==> src/rtl/core/fsb_pkg.sv <==
// Shared types and constants for the flashlight SOS blink driver.
`default_nettype none

package fsb_pkg;

  // Tick count width and blink rate (LED toggles when low bits are zero)
  localparam int CNT_W       = 16;
  localparam int BLINK_SHIFT = 4;

  // Morse unit register
  localparam int              UNIT_W     = 12;
  localparam logic [UNIT_W-1:0] UNIT_RESET = 12'd15;

  // SOS sequencer
  localparam int              STEP_W    = 5;
  localparam logic [STEP_W-1:0] STEP_LAST = 5'd18;
  localparam logic [STEP_W-1:0] STEP_GAP_A = 5'd7;
  localparam logic [STEP_W-1:0] STEP_GAP_B = 5'd9;
  localparam logic [STEP_W-1:0] STEP_GAP_C = 5'd11;

  // Configuration port
  localparam int APB_AW = 3;
  localparam int APB_DW = 32;
  localparam logic REG_UNIT_TICKS = 1'b0;   // register index (paddr[2])

  // Stream widths
  localparam int IN_DW  = 16;
  localparam int OUT_DW = 8;

  typedef enum logic {
    KIND_TICK  = 1'b0,
    KIND_PRESS = 1'b1
  } kind_t;

  typedef enum logic [1:0] {
    MODE_OFF   = 2'd0,
    MODE_ON    = 2'd1,
    MODE_BLINK = 2'd2,
    MODE_SOS   = 2'd3
  } light_mode_t;

  // One registered input word
  typedef struct packed {
    kind_t            kind;
    logic [CNT_W-1:0] count;
  } item_t;

endpackage

`default_nettype wire

==> src/rtl/core/flashlight_sos_blink_driver.sv <==
// Top level of the flashlight LED driver: off, on, blink and Morse SOS.
`default_nettype none

// Each input word is either a tick (tuser 0, tdata = free-running tick count)
// or a button press (tuser 1), and each gives exactly one result word with
// the LED level and the mode after it. The block takes one word per clock
// cycle while the output is not stalled by m_axis_tready; a word passes
// through the input register and then the result register. The mode and
// sequencer state is read and rewritten as each word moves into the result
// register. unit_ticks (APB offset 0) sets the Morse unit and should be
// written only while no words are in flight.
module flashlight_sos_blink_driver (
  input  wire logic                       clk,
  input  wire logic                       rst,
  // stream in
  input  wire logic                       s_axis_tvalid,
  output logic                            s_axis_tready,
  input  wire logic [fsb_pkg::IN_DW-1:0]  s_axis_tdata,  // [15:0] blink_counter
  input  wire logic                       s_axis_tuser,  // [0] mode (0 tick, 1 press)
  // stream out
  output logic                            m_axis_tvalid,
  input  wire logic                       m_axis_tready,
  output logic      [fsb_pkg::OUT_DW-1:0] m_axis_tdata,  // [0] led_on, [2:1] flash_mode
  // APB configuration
  input  wire logic                       psel,
  input  wire logic                       penable,
  input  wire logic                       pwrite,
  input  wire logic [fsb_pkg::APB_AW-1:0] paddr,
  input  wire logic [fsb_pkg::APB_DW-1:0] pwdata,
  output logic      [fsb_pkg::APB_DW-1:0] prdata,
  output logic                            pready
);
  import fsb_pkg::*;

  logic              item_valid;
  item_t             item;
  logic              item_take;
  logic [UNIT_W-1:0] unit_ticks;

  fsb_cfg u_cfg (
    .clk        (clk),
    .rst        (rst),
    .psel       (psel),
    .penable    (penable),
    .pwrite     (pwrite),
    .paddr      (paddr),
    .pwdata     (pwdata),
    .prdata     (prdata),
    .pready     (pready),
    .unit_ticks (unit_ticks)
  );

  fsb_in_stage u_in (
    .clk           (clk),
    .rst           (rst),
    .s_axis_tvalid (s_axis_tvalid),
    .s_axis_tready (s_axis_tready),
    .s_axis_tdata  (s_axis_tdata),
    .s_axis_tuser  (s_axis_tuser),
    .item_valid    (item_valid),
    .item          (item),
    .item_take     (item_take)
  );

  fsb_engine u_engine (
    .clk           (clk),
    .rst           (rst),
    .item_valid    (item_valid),
    .item          (item),
    .item_take     (item_take),
    .unit_ticks    (unit_ticks),
    .m_axis_tvalid (m_axis_tvalid),
    .m_axis_tready (m_axis_tready),
    .m_axis_tdata  (m_axis_tdata)
  );

endmodule

`default_nettype wire

==> src/rtl/core/fsb_cfg.sv <==
// APB register block holding the Morse unit length.
`default_nettype none

module fsb_cfg (
  input  wire logic                       clk,
  input  wire logic                       rst,
  input  wire logic                       psel,
  input  wire logic                       penable,
  input  wire logic                       pwrite,
  input  wire logic [fsb_pkg::APB_AW-1:0] paddr,
  input  wire logic [fsb_pkg::APB_DW-1:0] pwdata,
  output logic      [fsb_pkg::APB_DW-1:0] prdata,
  output logic                            pready,
  output logic      [fsb_pkg::UNIT_W-1:0] unit_ticks
);
  import fsb_pkg::*;

  logic wr_en;
  logic reg_hit;

  assign pready  = 1'b1;
  assign reg_hit = (paddr[2] == REG_UNIT_TICKS);
  assign wr_en   = psel & penable & pwrite & pready & reg_hit;

  // Register write
  always_ff @(posedge clk) begin
    if (rst) begin
      unit_ticks <= UNIT_RESET;
    end else if (wr_en) begin
      unit_ticks <= pwdata[UNIT_W-1:0];
    end
  end

  // Read back, zero outside the register map
  always_comb begin
    prdata = '0;
    if (reg_hit) begin
      prdata = {{(APB_DW-UNIT_W){1'b0}}, unit_ticks};
    end
  end

endmodule

`default_nettype wire

==> src/rtl/core/fsb_in_stage.sv <==
// Input register stage of the stream slave side.
`default_nettype none

module fsb_in_stage (
  input  wire logic                      clk,
  input  wire logic                      rst,
  input  wire logic                      s_axis_tvalid,
  output logic                           s_axis_tready,
  input  wire logic [fsb_pkg::IN_DW-1:0] s_axis_tdata,
  input  wire logic                      s_axis_tuser,
  output logic                           item_valid,
  output fsb_pkg::item_t                 item,
  input  wire logic                      item_take
);
  import fsb_pkg::*;

  // Free when empty or when the held word moves on this cycle
  assign s_axis_tready = !item_valid || item_take;

  always_ff @(posedge clk) begin
    if (rst) begin
      item_valid <= 1'b0;
    end else if (s_axis_tready) begin
      item_valid <= s_axis_tvalid;
    end
  end

  // Payload, no reset needed
  always_ff @(posedge clk) begin
    if (s_axis_tready && s_axis_tvalid) begin
      item.kind  <= kind_t'(s_axis_tuser);
      item.count <= s_axis_tdata[CNT_W-1:0];
    end
  end

endmodule

`default_nettype wire

==> src/rtl/core/fsb_engine.sv <==
// Mode state machine, blink and SOS sequencer, and the result register.
`default_nettype none

module fsb_engine (
  input  wire logic                       clk,
  input  wire logic                       rst,
  input  wire logic                       item_valid,
  input  wire fsb_pkg::item_t             item,
  output logic                            item_take,
  input  wire logic [fsb_pkg::UNIT_W-1:0] unit_ticks,
  output logic                            m_axis_tvalid,
  input  wire logic                       m_axis_tready,
  output logic      [fsb_pkg::OUT_DW-1:0] m_axis_tdata
);
  import fsb_pkg::*;

  light_mode_t       light_mode, light_mode_next;
  logic              led_level, led_level_next;
  logic [STEP_W-1:0] sos_step, sos_step_next;
  logic [CNT_W-1:0]  sos_deadline, sos_deadline_next;

  logic              res_led;
  light_mode_t       res_mode;

  logic [UNIT_W+2:0] seven_u;
  logic [UNIT_W+1:0] three_u;
  logic [CNT_W-1:0]  diff;
  logic              resync;
  logic              due;
  logic [CNT_W-1:0]  gap;
  logic              press;

  // Word moves into the result register when that is free
  assign item_take = item_valid && (!m_axis_tvalid || m_axis_tready);
  assign press     = (item.kind == KIND_PRESS);

  // Unit multiples and deadline compare
  assign seven_u = {unit_ticks, 3'b000} - {3'b000, unit_ticks};
  assign three_u = {unit_ticks, 1'b0} + {2'b00, unit_ticks};
  assign diff    = item.count - sos_deadline;
  assign resync  = $signed({diff[CNT_W-1], diff}) >
                   $signed({{(CNT_W-UNIT_W-2){1'b0}}, seven_u});
  assign due     = (item.count == sos_deadline);

  // Gap to the next deadline after the current step
  always_comb begin
    priority if (sos_step >= STEP_LAST) begin
      gap = {{(CNT_W-UNIT_W-3){1'b0}}, seven_u};
    end else if (sos_step == STEP_GAP_A || sos_step == STEP_GAP_B ||
                 sos_step == STEP_GAP_C) begin
      gap = {{(CNT_W-UNIT_W-2){1'b0}}, three_u};
    end else begin
      gap = {{(CNT_W-UNIT_W){1'b0}}, unit_ticks};
    end
  end

  // Next mode: button press cycles off, on, blink, SOS
  always_comb begin
    light_mode_next = light_mode;
    if (press) begin
      unique case (light_mode)
        MODE_OFF:   light_mode_next = MODE_ON;
        MODE_ON:    light_mode_next = MODE_BLINK;
        MODE_BLINK: light_mode_next = MODE_SOS;
        MODE_SOS:   light_mode_next = MODE_OFF;
        default:    light_mode_next = MODE_OFF;
      endcase
    end
  end

  // LED level and SOS sequencer
  always_comb begin
    led_level_next    = led_level;
    sos_step_next     = sos_step;
    sos_deadline_next = sos_deadline;
    if (press) begin
      unique case (light_mode)
        MODE_OFF: led_level_next = 1'b1;
        MODE_SOS: led_level_next = 1'b0;
        default:  led_level_next = led_level;
      endcase
    end else begin
      unique case (light_mode)
        MODE_BLINK: begin
          if (item.count[BLINK_SHIFT-1:0] == '0) begin
            led_level_next = !led_level;
          end
        end
        MODE_SOS: begin
          if (resync) begin
            sos_step_next     = '0;
            sos_deadline_next = item.count + CNT_W'(1);
          end else if (due) begin
            led_level_next    = (sos_step == '0) ? 1'b0 : !led_level;
            sos_deadline_next = item.count + gap;
            sos_step_next     = (sos_step >= STEP_LAST) ? STEP_W'(1)
                                                        : sos_step + STEP_W'(1);
          end
        end
        default: ;
      endcase
    end
  end

  // State registers
  always_ff @(posedge clk) begin
    if (rst) begin
      light_mode   <= MODE_OFF;
      led_level    <= 1'b0;
      sos_step     <= '0;
      sos_deadline <= '0;
    end else if (item_take) begin
      light_mode   <= light_mode_next;
      led_level    <= led_level_next;
      sos_step     <= sos_step_next;
      sos_deadline <= sos_deadline_next;
    end
  end

  // Result register
  always_ff @(posedge clk) begin
    if (rst) begin
      m_axis_tvalid <= 1'b0;
    end else if (item_take) begin
      m_axis_tvalid <= 1'b1;
    end else if (m_axis_tready) begin
      m_axis_tvalid <= 1'b0;
    end
  end

  always_ff @(posedge clk) begin
    if (item_take) begin
      res_led  <= led_level_next;
      res_mode <= light_mode_next;
    end
  end

  assign m_axis_tdata = {{(OUT_DW-3){1'b0}}, res_mode, res_led};

endmodule

`default_nettype wire
==> config.mk <==
export PLATFORM = sky130hd
export DESIGN_NAME = flashlight_sos_blink_driver
export DESIGN_NICKNAME = d
export VERILOG_FILES = /design/src/rtl/core/fsb_pkg.sv /design/src/rtl/core/flashlight_sos_blink_driver.sv /design/src/rtl/core/fsb_cfg.sv /design/src/rtl/core/fsb_in_stage.sv /design/src/rtl/core/fsb_engine.sv
export SDC_FILE = /design/constraint.sdc
export NUM_CORES = 1
export LEC_CHECK = 0
export BUFFER_PORTS_ARGS = -buffer_cell sky130_fd_sc_hd__buf_2
export CORE_UTILIZATION = 40
export CTS_BUF_LIST = sky130_fd_sc_hd__clkbuf_16
export CTS_CLUSTER_SIZE = 25
export DETAILED_ROUTE_END_ITERATION = 10
export PLACE_DENSITY = 0.57
export SKIP_LAST_GASP = 1
export SYNTH_ARGS = -nofsm -noshare
export SYNTH_HDL_FRONTEND = slang
export SYNTH_SLANG_ARGS = --single-unit
export TNS_END_PERCENT = 10
==> constraint.sdc <==
create_clock -name clk -period 8 [get_ports clk]
set_clock_uncertainty 0.1 [all_clocks]
set_input_delay 1.6 -clock clk [delete_from_list [all_inputs] [get_ports clk]]
set_output_delay 1.6 -clock clk [all_outputs]
set_load 0.02 [all_outputs]
==> results of run 1 <==
layout by cell type (no fill, tap or decap), drive strengths merged, types with 6 or more instances in the layout:
cell     n
ha      75
nor2    71
buf     57
inv     52
nand2   49
a21oi   49
dfxtp   38
xnor2   32
conb    26
o21ai   24
edfxtp  20
a21o    19
mux2i   19
nand3   18
nor3    16
o21a    11
xor2    10
a211oi  10
o211ai   9
clkbuf   9
or2      8
nand2b   7
nor2b    6
metal layers:
layer | track usage | up-vias
met5 | 0 | -
met4 | 0.0750 | 0
met3 | 0.0342 | 12
met2 | 0.323 | 95
met1 | 0.227 | 2230
li1 | - | 2454
layout make-up:
type,count,area [sq um],share of cell area
clock buffers,9,225,0.0362
clock inverters,7,116,0.0187
inverters,51,191,0.0307
multi-input cells,543,3820,0.613
flip-flops and latches,58,1360,0.219
well taps,176,220,0.0354
repair buffers,57,295,0.0474
worst max path at each step:
stage | start | end | slack, ns | depth (start not counted)
after floorplan | u_in.item[0] | u_engine.sos_deadline[15] | 1.81 | 33
after global placement | u_in.item[0] | u_engine.sos_deadline[15] | 0.82 | 33
after detailed placement | u_in.item[0] | u_engine.sos_deadline[15] | 0.78 | 33
after CTS | u_in.item[0] | u_engine.sos_deadline[15] | 0.68 | 33
after global routing | u_in.item[0] | u_engine.sos_deadline[14] | 0.07 | 32
final | u_in.item[0] | u_engine.sos_deadline[15] | 0.67 | 33
cell families after synthesis:
group           count (synthesis)
simple gates                  209
compound gates                168
buf+inv                        98
fa+ha+maj                      78
flops                          58
xor+xnor                       42
mux                            20
other cells                     2
cells in the mapped netlist, drive strengths merged, types with 6 or more instances:
master  count  area share
nand2b      7      0.0079
o21ai      24       0.022
nor2b       6      0.0067
xor2       10       0.016
xnor2      32       0.050
dfxtp      38        0.14
a21o       19       0.026
nand2      49       0.033
or2         8      0.0090
edfxtp     20        0.11
inv        51       0.034
nand3      18       0.016
ha         75        0.17
o211ai      9       0.012
o21a       11       0.015
clkbuf     15       0.010
mux2i      19       0.034
buf        32       0.044
a211oi     10       0.014
nor3       16       0.014
nor2       71       0.048
a21oi      49       0.045
flip-flops by register name, indices dropped and copies added, names as in the netlist:
name / flops
u_engine.light_mode: 2
u_in.item: 17
u_engine.sos_deadline: 16
u_engine.sos_step: 5
u_engine.res_led: 1
u_engine.led_level: 1
u_cfg.unit_ticks: 12
u_engine.m_axis_tvalid: 1
u_engine.res_mode: 2
u_in.item_valid: 1
power groups by stage:
stage | sequential [mW] | combinational (mW) | clock, mW
final | 0.324 | 0.258 | 0.448
after global routing | 0.325 | 0.289 | 0.470
after CTS | 0.324 | 0.258 | 0.461
after detailed placement | 0.330 | 0.256 | 0
after global placement | 0.330 | 0.250 | 0
after floorplan | 0.328 | 0.209 | 0
worst register-to-register path: cells and delay by family (launching register included):
kind | cells | cell delay, ns
muxes | 1 | 0.13
adders and majority gates | 4 | 1.13
buffers and inverters | 4 | 0.41
DFF | 1 | 0.41
and+or+nand+nor | 6 | 1.41
AOI/OAI and AO/OA | 16 | 3.41
xor gates and xnor gates | 2 | 0.18
timing repair:
action | in CTS | in global routing
buffers inserted | 0 | 0
endpoints found under the setup margin | 0 | 1
gates resized for setup | 0 | 1
==> flow_summary.yaml, run 1 <==
outcome:
  outcome: "complete, no violations"
global_routing:
  first_pass_grt_wire_length_mm: 21.3
  number_of_global_route_vias_before_repair: 4584
  grt_usage: 0.187
  grt_antenna_before_repair: 0
  globalRoute.totalOverflow: 0
  largest_net_degree_at_the_start_of_global_routing: 34
detailed_routing:
  wl_per_cell_microns: 14.2
  dr.max_layer_used: "met4"
  detail-route-antenna-nets: 0
  met1_length_mm: 5.86
  drc: 0
  route.detailed.vias_per_inst: 5.32
  detail_route.iter0.violations: 210
  vias: 4791
  dr_wl_met2_mm: 6.37
  totalWireLength_mm: 12.8
  route.met3.wl_microns: 424
  dr.pass1.iters: 4
cells_and_area:
  layout.nets: 857
  postLayoutCellArea_sq_um: 6230
  insertedDiodeCount: 0
  final-instance-count-excl-fill: 901
  post-route-util: 0.465
  area_growth_from_synthesis_to_final_layout_pct: 11.8
  filler_cell_count: 1333
  layout-drive-gt1-share: 0.127
hold_path:
  hold_path_class: "flop to flop"
  hold_end: "u_engine.sos_deadline[12]"
  hold_path_startpoint: "u_engine.sos_deadline[12]"
  number_of_cells_on_the_worst_hold_path: 2
synth:
  synthArstFlopShare: 0
  synth_adder_area_share: 0.179
  synth-compound-area-share: 0.205
  synth.avg_cell_area_sq_um: 8.25
  synth_flop_cell: "sky130_fd_sc_hd__dfxtp_1"
  synth-simple-area-share: 0.179
  post_synth_mux_area_share: 0.0362
  yosys_register_bits: 58
  synthCells: 675
  synth_sequential_area_ratio: 0.244
  synth_top_family_by_area: "compound AO/OA/AOI/OAI gates"
  yosys.area_share.xor_xnor: 0.0661
  synthesis.area_sq_um: 5570
  yosysWarnings: 0
  yosysUniqueCellTypes: 71
  number_of_flops_mapped_to_enable_cells_by_yosys: 20
clock_network:
  h_tree_levels: 3
  clk-insertion-delay-late_ns: 0.34
  cts_max_path_buffers: 2
  cts_tree: "done"
  cts_num_sinks: 58
  clkTransAtPathRegs_ns: 0.05
  root_buffer: "sky130_fd_sc_hd__clkbuf_16"
  cts-buffers-inserted: 9
  ctsHoldBuffers: 0
placement:
  dpl.hpwl_mm: 10.2
  place_congestion: 0.823
  placement.cell_area_sq_um: 5880
  placed_cells_incl_taps: 885
  placement.io_buffers: 53
  post_place_worst_slack_ns: 0.776
critical_path:
  crit_path_max_fanout: 11
  timing.critical_path.from_type: "flop"
  path_delay_family: "compound AO/OA/AOI/OAI gates"
  critPathKind: "flop to flop"
  critical_path_arrival_ns: 7.43
  path_common_cell: "sky130_fd_sc_hd__a21oi_1"
  required_ns: 8.10
  timing.rr.end: "u_engine.sos_deadline[15]"
  timing.critical_path.slowest_cell_delay_ns: 0.42
  reg2regPathDepth: 33
  setup.worst_path.end_class: "flop"
  regToRegSetupSlack_ns: 0.67
  r2r-start: "u_in.item[0]"
  cp_slowest_cell: "sky130_fd_sc_hd__or2_2"
  worst-path-buf-inv: 4
floorplan:
  fp.dieW_microns: 120
  initial_core_util: 0.416
  floorplan_die_area_sq_um: 14400
  core_area_sq_um: 13400
  floorplan.die.height_microns: 120
  row_count: 42
  io-pin-count: 102
power:
  net-switching-power_mw: 0.305
  vdd_drop_max_mv: 0.116
  cellInternalPower_mw: 0.724
  finalPower_mw: 1.03
  cellLeakagePower_nw: 2.74
  power-per-cell-area_nw_per_um2: 165
  seq_power_share: 0.314
  comb_power_share: 0.251
  sw_frac_of_total: 0.297
  power_frac_clock: 0.435
sta:
  max_freq_mhz: 136
  fin_worst_hold_slack_ns: 0.396
  period_needed_ns: 7.33
  slew_violations: 0
  timing.final.hold_violations: 0
  setup-tns-final_ns: 0
  post-route-period-util: 0.916
  grt_setup_unrepaired: "no"
  setup_viol: 0
  tightest_slew_ns: 0.891
  slew_headroom: 0.406
  final.setup.worst_slack_ns: 0.674
flow_run:
  cap_viol_max_count: 0
No activity file was read; power rests on OpenSTA's default activity.
==> run 2: changes to the inputs <==
PLACE_DENSITY = 0.56   (was 0.57)
SYNTH_HIERARCHICAL = 1   (was unset)
clock period = 8.2 ns   (was 8 ns; I/O delays follow)
==> run 2 against run 1 <==
Effect of this change:
- worst hold slack got worse by 0.034 ns
- critical path depth decreased by 4
- maximum frequency decreased by 1.6%
- sequential power decreased by 1%
- setup slack improved by 0.080 ns
- synthesized area increased by 5.7%
- first-iteration DRC count increased by 48%
- non-clock buffer count increased by 2
- total power decreased by 8.7%
- routed wire length increased by 15%
- synthesized cell count increased by 3.6%
- largest cell class unchanged
==> flow_summary.yaml, run 2 <==
outcome:
  outcome: "complete, no violations"
power:
  cellInternalPower_mw: 0.623
  sw_frac_of_total: 0.337
  cellLeakagePower_nw: 2.65
  seq_power_share: 0.340
  power_frac_clock: 0.366
  vdd_drop_max_mv: 0.128
  comb_power_share: 0.294
  net-switching-power_mw: 0.317
  power-per-cell-area_nw_per_um2: 146
critical_path:
  timing.critical_path.slowest_cell_delay_ns: 0.69
  timing.critical_path.from_type: "flop"
  critPathKind: "flop to flop"
  cp_slowest_cell: "sky130_fd_sc_hd__a2111oi_1"
  critical_path_arrival_ns: 7.61
  setup.worst_path.end_class: "flop"
  crit_path_max_fanout: 18
  required_ns: 8.36
  path_common_cell: "sky130_fd_sc_hd__a21oi_1"
detailed_routing:
  detail_route.iter0.violations: 310
  wl_per_cell_microns: 16.0
  drc: 0
  dr.pass1.iters: 5
  vias: 5100
  totalWireLength_mm: 14.8
  route.detailed.vias_per_inst: 5.51
  detail-route-antenna-nets: 0
clock_network:
  clkTransAtPathRegs_ns: 0.05
  cts-buffers-inserted: 9
  ctsHoldBuffers: 0
  root_buffer: "sky130_fd_sc_hd__clkbuf_16"
  h_tree_levels: 3
  clk-insertion-delay-late_ns: 0.34
  number_of_gates_resized_after_cts: 0
  cts_tree: "done"
  cts_max_path_buffers: 2
  post_cts.repair.setup_buffers: 0
  cts_num_sinks: 58
sta:
  period_needed_ns: 7.45
  setup-tns-final_ns: 0
  max_freq_mhz: 134
  slew_headroom: 0.367
  post-route-period-util: 0.908
  grt_setup_unrepaired: "no"
  tightest_slew_ns: 0.949
  slew_violations: 0
  timing.final.hold_violations: 0
  setup_viol: 0
cells_and_area:
  final-instance-count-excl-fill: 926
  regMostFlops: "u_in/item"
  insertedDiodeCount: 0
  postLayoutCellArea_sq_um: 6450
  layout_commonest_cell: "sky130_fd_sc_hd__ha_1"
  reg_top3: "u_in/item: 17 flops, u_engine/sos_deadline: 16 flops, u_cfg/unit_ticks: 12 flops"
  layout-drive-gt1-share: 0.123
  max_ffs_per_register: 17
  layout.nets: 879
  area_growth_from_synthesis_to_final_layout_pct: 9.65
  layout.cells.most_common_list: "sky130_fd_sc_hd__ha_1, sky130_fd_sc_hd__a21oi_1, sky130_fd_sc_hd__inv_1"
synth:
  synth_sequential_area_ratio: 0.231
  yosysWarnings: 6
  post_synth_most_frequent_cells: "sky130_fd_sc_hd__ha_1, sky130_fd_sc_hd__a21oi_1, sky130_fd_sc_hd__inv_1"
  yosysUniqueCellTypes: 73
  ys_top_cells_by_area: "sky130_fd_sc_hd__ha_1, sky130_fd_sc_hd__dfxtp_1, sky130_fd_sc_hd__edfxtp_1"
  synth_area_leader_cell: "sky130_fd_sc_hd__ha_1"
  synth.most_common_cell: "sky130_fd_sc_hd__ha_1"
  yosys_register_bits: 58
  synth.avg_cell_area_sq_um: 8.42
  synthesis.area_sq_um: 5880
  synthCells: 699
  number_of_flops_mapped_to_enable_cells_by_yosys: 20
  synth_flop_cell: "sky130_fd_sc_hd__dfxtp_1"
  synthArstFlopShare: 0
  synthDominantCellAreaShare: 0.162
hold_path:
  hold_path_class: "flop to flop"
global_routing:
  first_pass_grt_wire_length_mm: 23.8
  grt_usage: 0.205
  globalRoute.totalOverflow: 0
  largest_net_degree_at_the_start_of_global_routing: 52
  grt_antenna_before_repair: 0
  number_of_global_route_vias_before_repair: 4781
placement:
  dpl.hpwl_mm: 11.3
  place_congestion: 0.881
  placement.cell_area_sq_um: 6180
  placement.io_buffers: 53
  placed_cells_incl_taps: 910
floorplan:
  floorplan.die.height_microns: 123
  fp.dieW_microns: 123
  row_count: 43
  io-pin-count: 102
  initial_core_util: 0.417
  floorplan_die_area_sq_um: 15200
  core_area_sq_um: 14100
flow_run:
  cap_viol_max_count: 0
run 2: layout make-up:
cell class / count / area (sq um)
tap: 180 / 225
clock inverter: 7 / 47.5
inverter: 55 / 206
timing repair buffer: 59 / 310
fill: 1421 / 7640
multi-input combinational: 558 / 4080
clock buffer: 9 / 225
sequential: 58 / 1360
run 2: power groups by stage:
stage / combinational (mW) / clock, mW / sequential, mW
after floorplan: 0.218 / 0 / 0.323
after global routing: 0.309 / 0.368 / 0.321
after detailed placement: 0.275 / 0 / 0.326
after CTS: 0.276 / 0.353 / 0.320
final: 0.276 / 0.344 / 0.320
after global placement: 0.269 / 0 / 0.325
run 2: per-stage QoR:
stage / utilization / hold slack (ns) / power [mW] / setup slack (ns)
floorplan: - / 0.344 / 0.541 / 1.81
global placement: 0.438 / 0.352 / 0.594 / 1.03
detailed placement: 0.438 / 0.355 / 0.600 / 0.918
CTS: 0.458 / 0.363 / 0.950 / 0.866
global route: 0.458 / 0.382 / 0.998 / 0.298
finish: 0.458 / 0.362 / 0.940 / 0.754
run 2: cell families (layout without fill, tap and decap cells):
family / Yosys count / count (layout) / synth area share
compound gates: 206 / 206 / 0.236
buf+inv: 106 / 130 / 0.0914
mux: 15 / 15 / 0.0270
xor+xnor: 49 / 49 / 0.0729
fa+ha+maj: 79 / 79 / 0.172
simple gates: 183 / 183 / 0.168
other cells: 3 / 26 / 0.00191
flops: 58 / 58 / 0.231
run 2: metal layers:
| metal | GRT usage | vias to the layer above | wire length [microns] |
|---|---|---|---|
| li1 | - | 2565 | - |
| met1 | 0.269 | 2398 | 7030 |
| met2 | 0.335 | 119 | 6930 |
| met3 | 0.0457 | 18 | 620 |
| met4 | 0.0595 | 0 | 224 |
| met5 | 0 | - | 0 |
run 2: critical path: cells and delay by family (launching register included):
kind	cells	cell delay [ns]
and+or+nand+nor	2	0.57
muxes	1	0.11
DFF	1	0.44
buffers and inverters	3	0.36
AOI/OAI and AO/OA	17	4.43
adders and majority gates	4	1.09
xor gates and xnor gates	2	0.25
run 2: final timing paths:
check / from / end / slack [ns] / cells after the start
setup / recovery: u_in/item[0] / u_engine/sos_deadline[15] / 0.75 / 29
hold reg to reg: u_engine/sos_deadline[3] / u_engine/sos_deadline[3] / 0.36 / 2
setup reg to reg: u_in/item[0] / u_engine/sos_deadline[15] / 0.75 / 29
hold / removal: u_engine/sos_deadline[3] / u_engine/sos_deadline[3] / 0.36 / 2
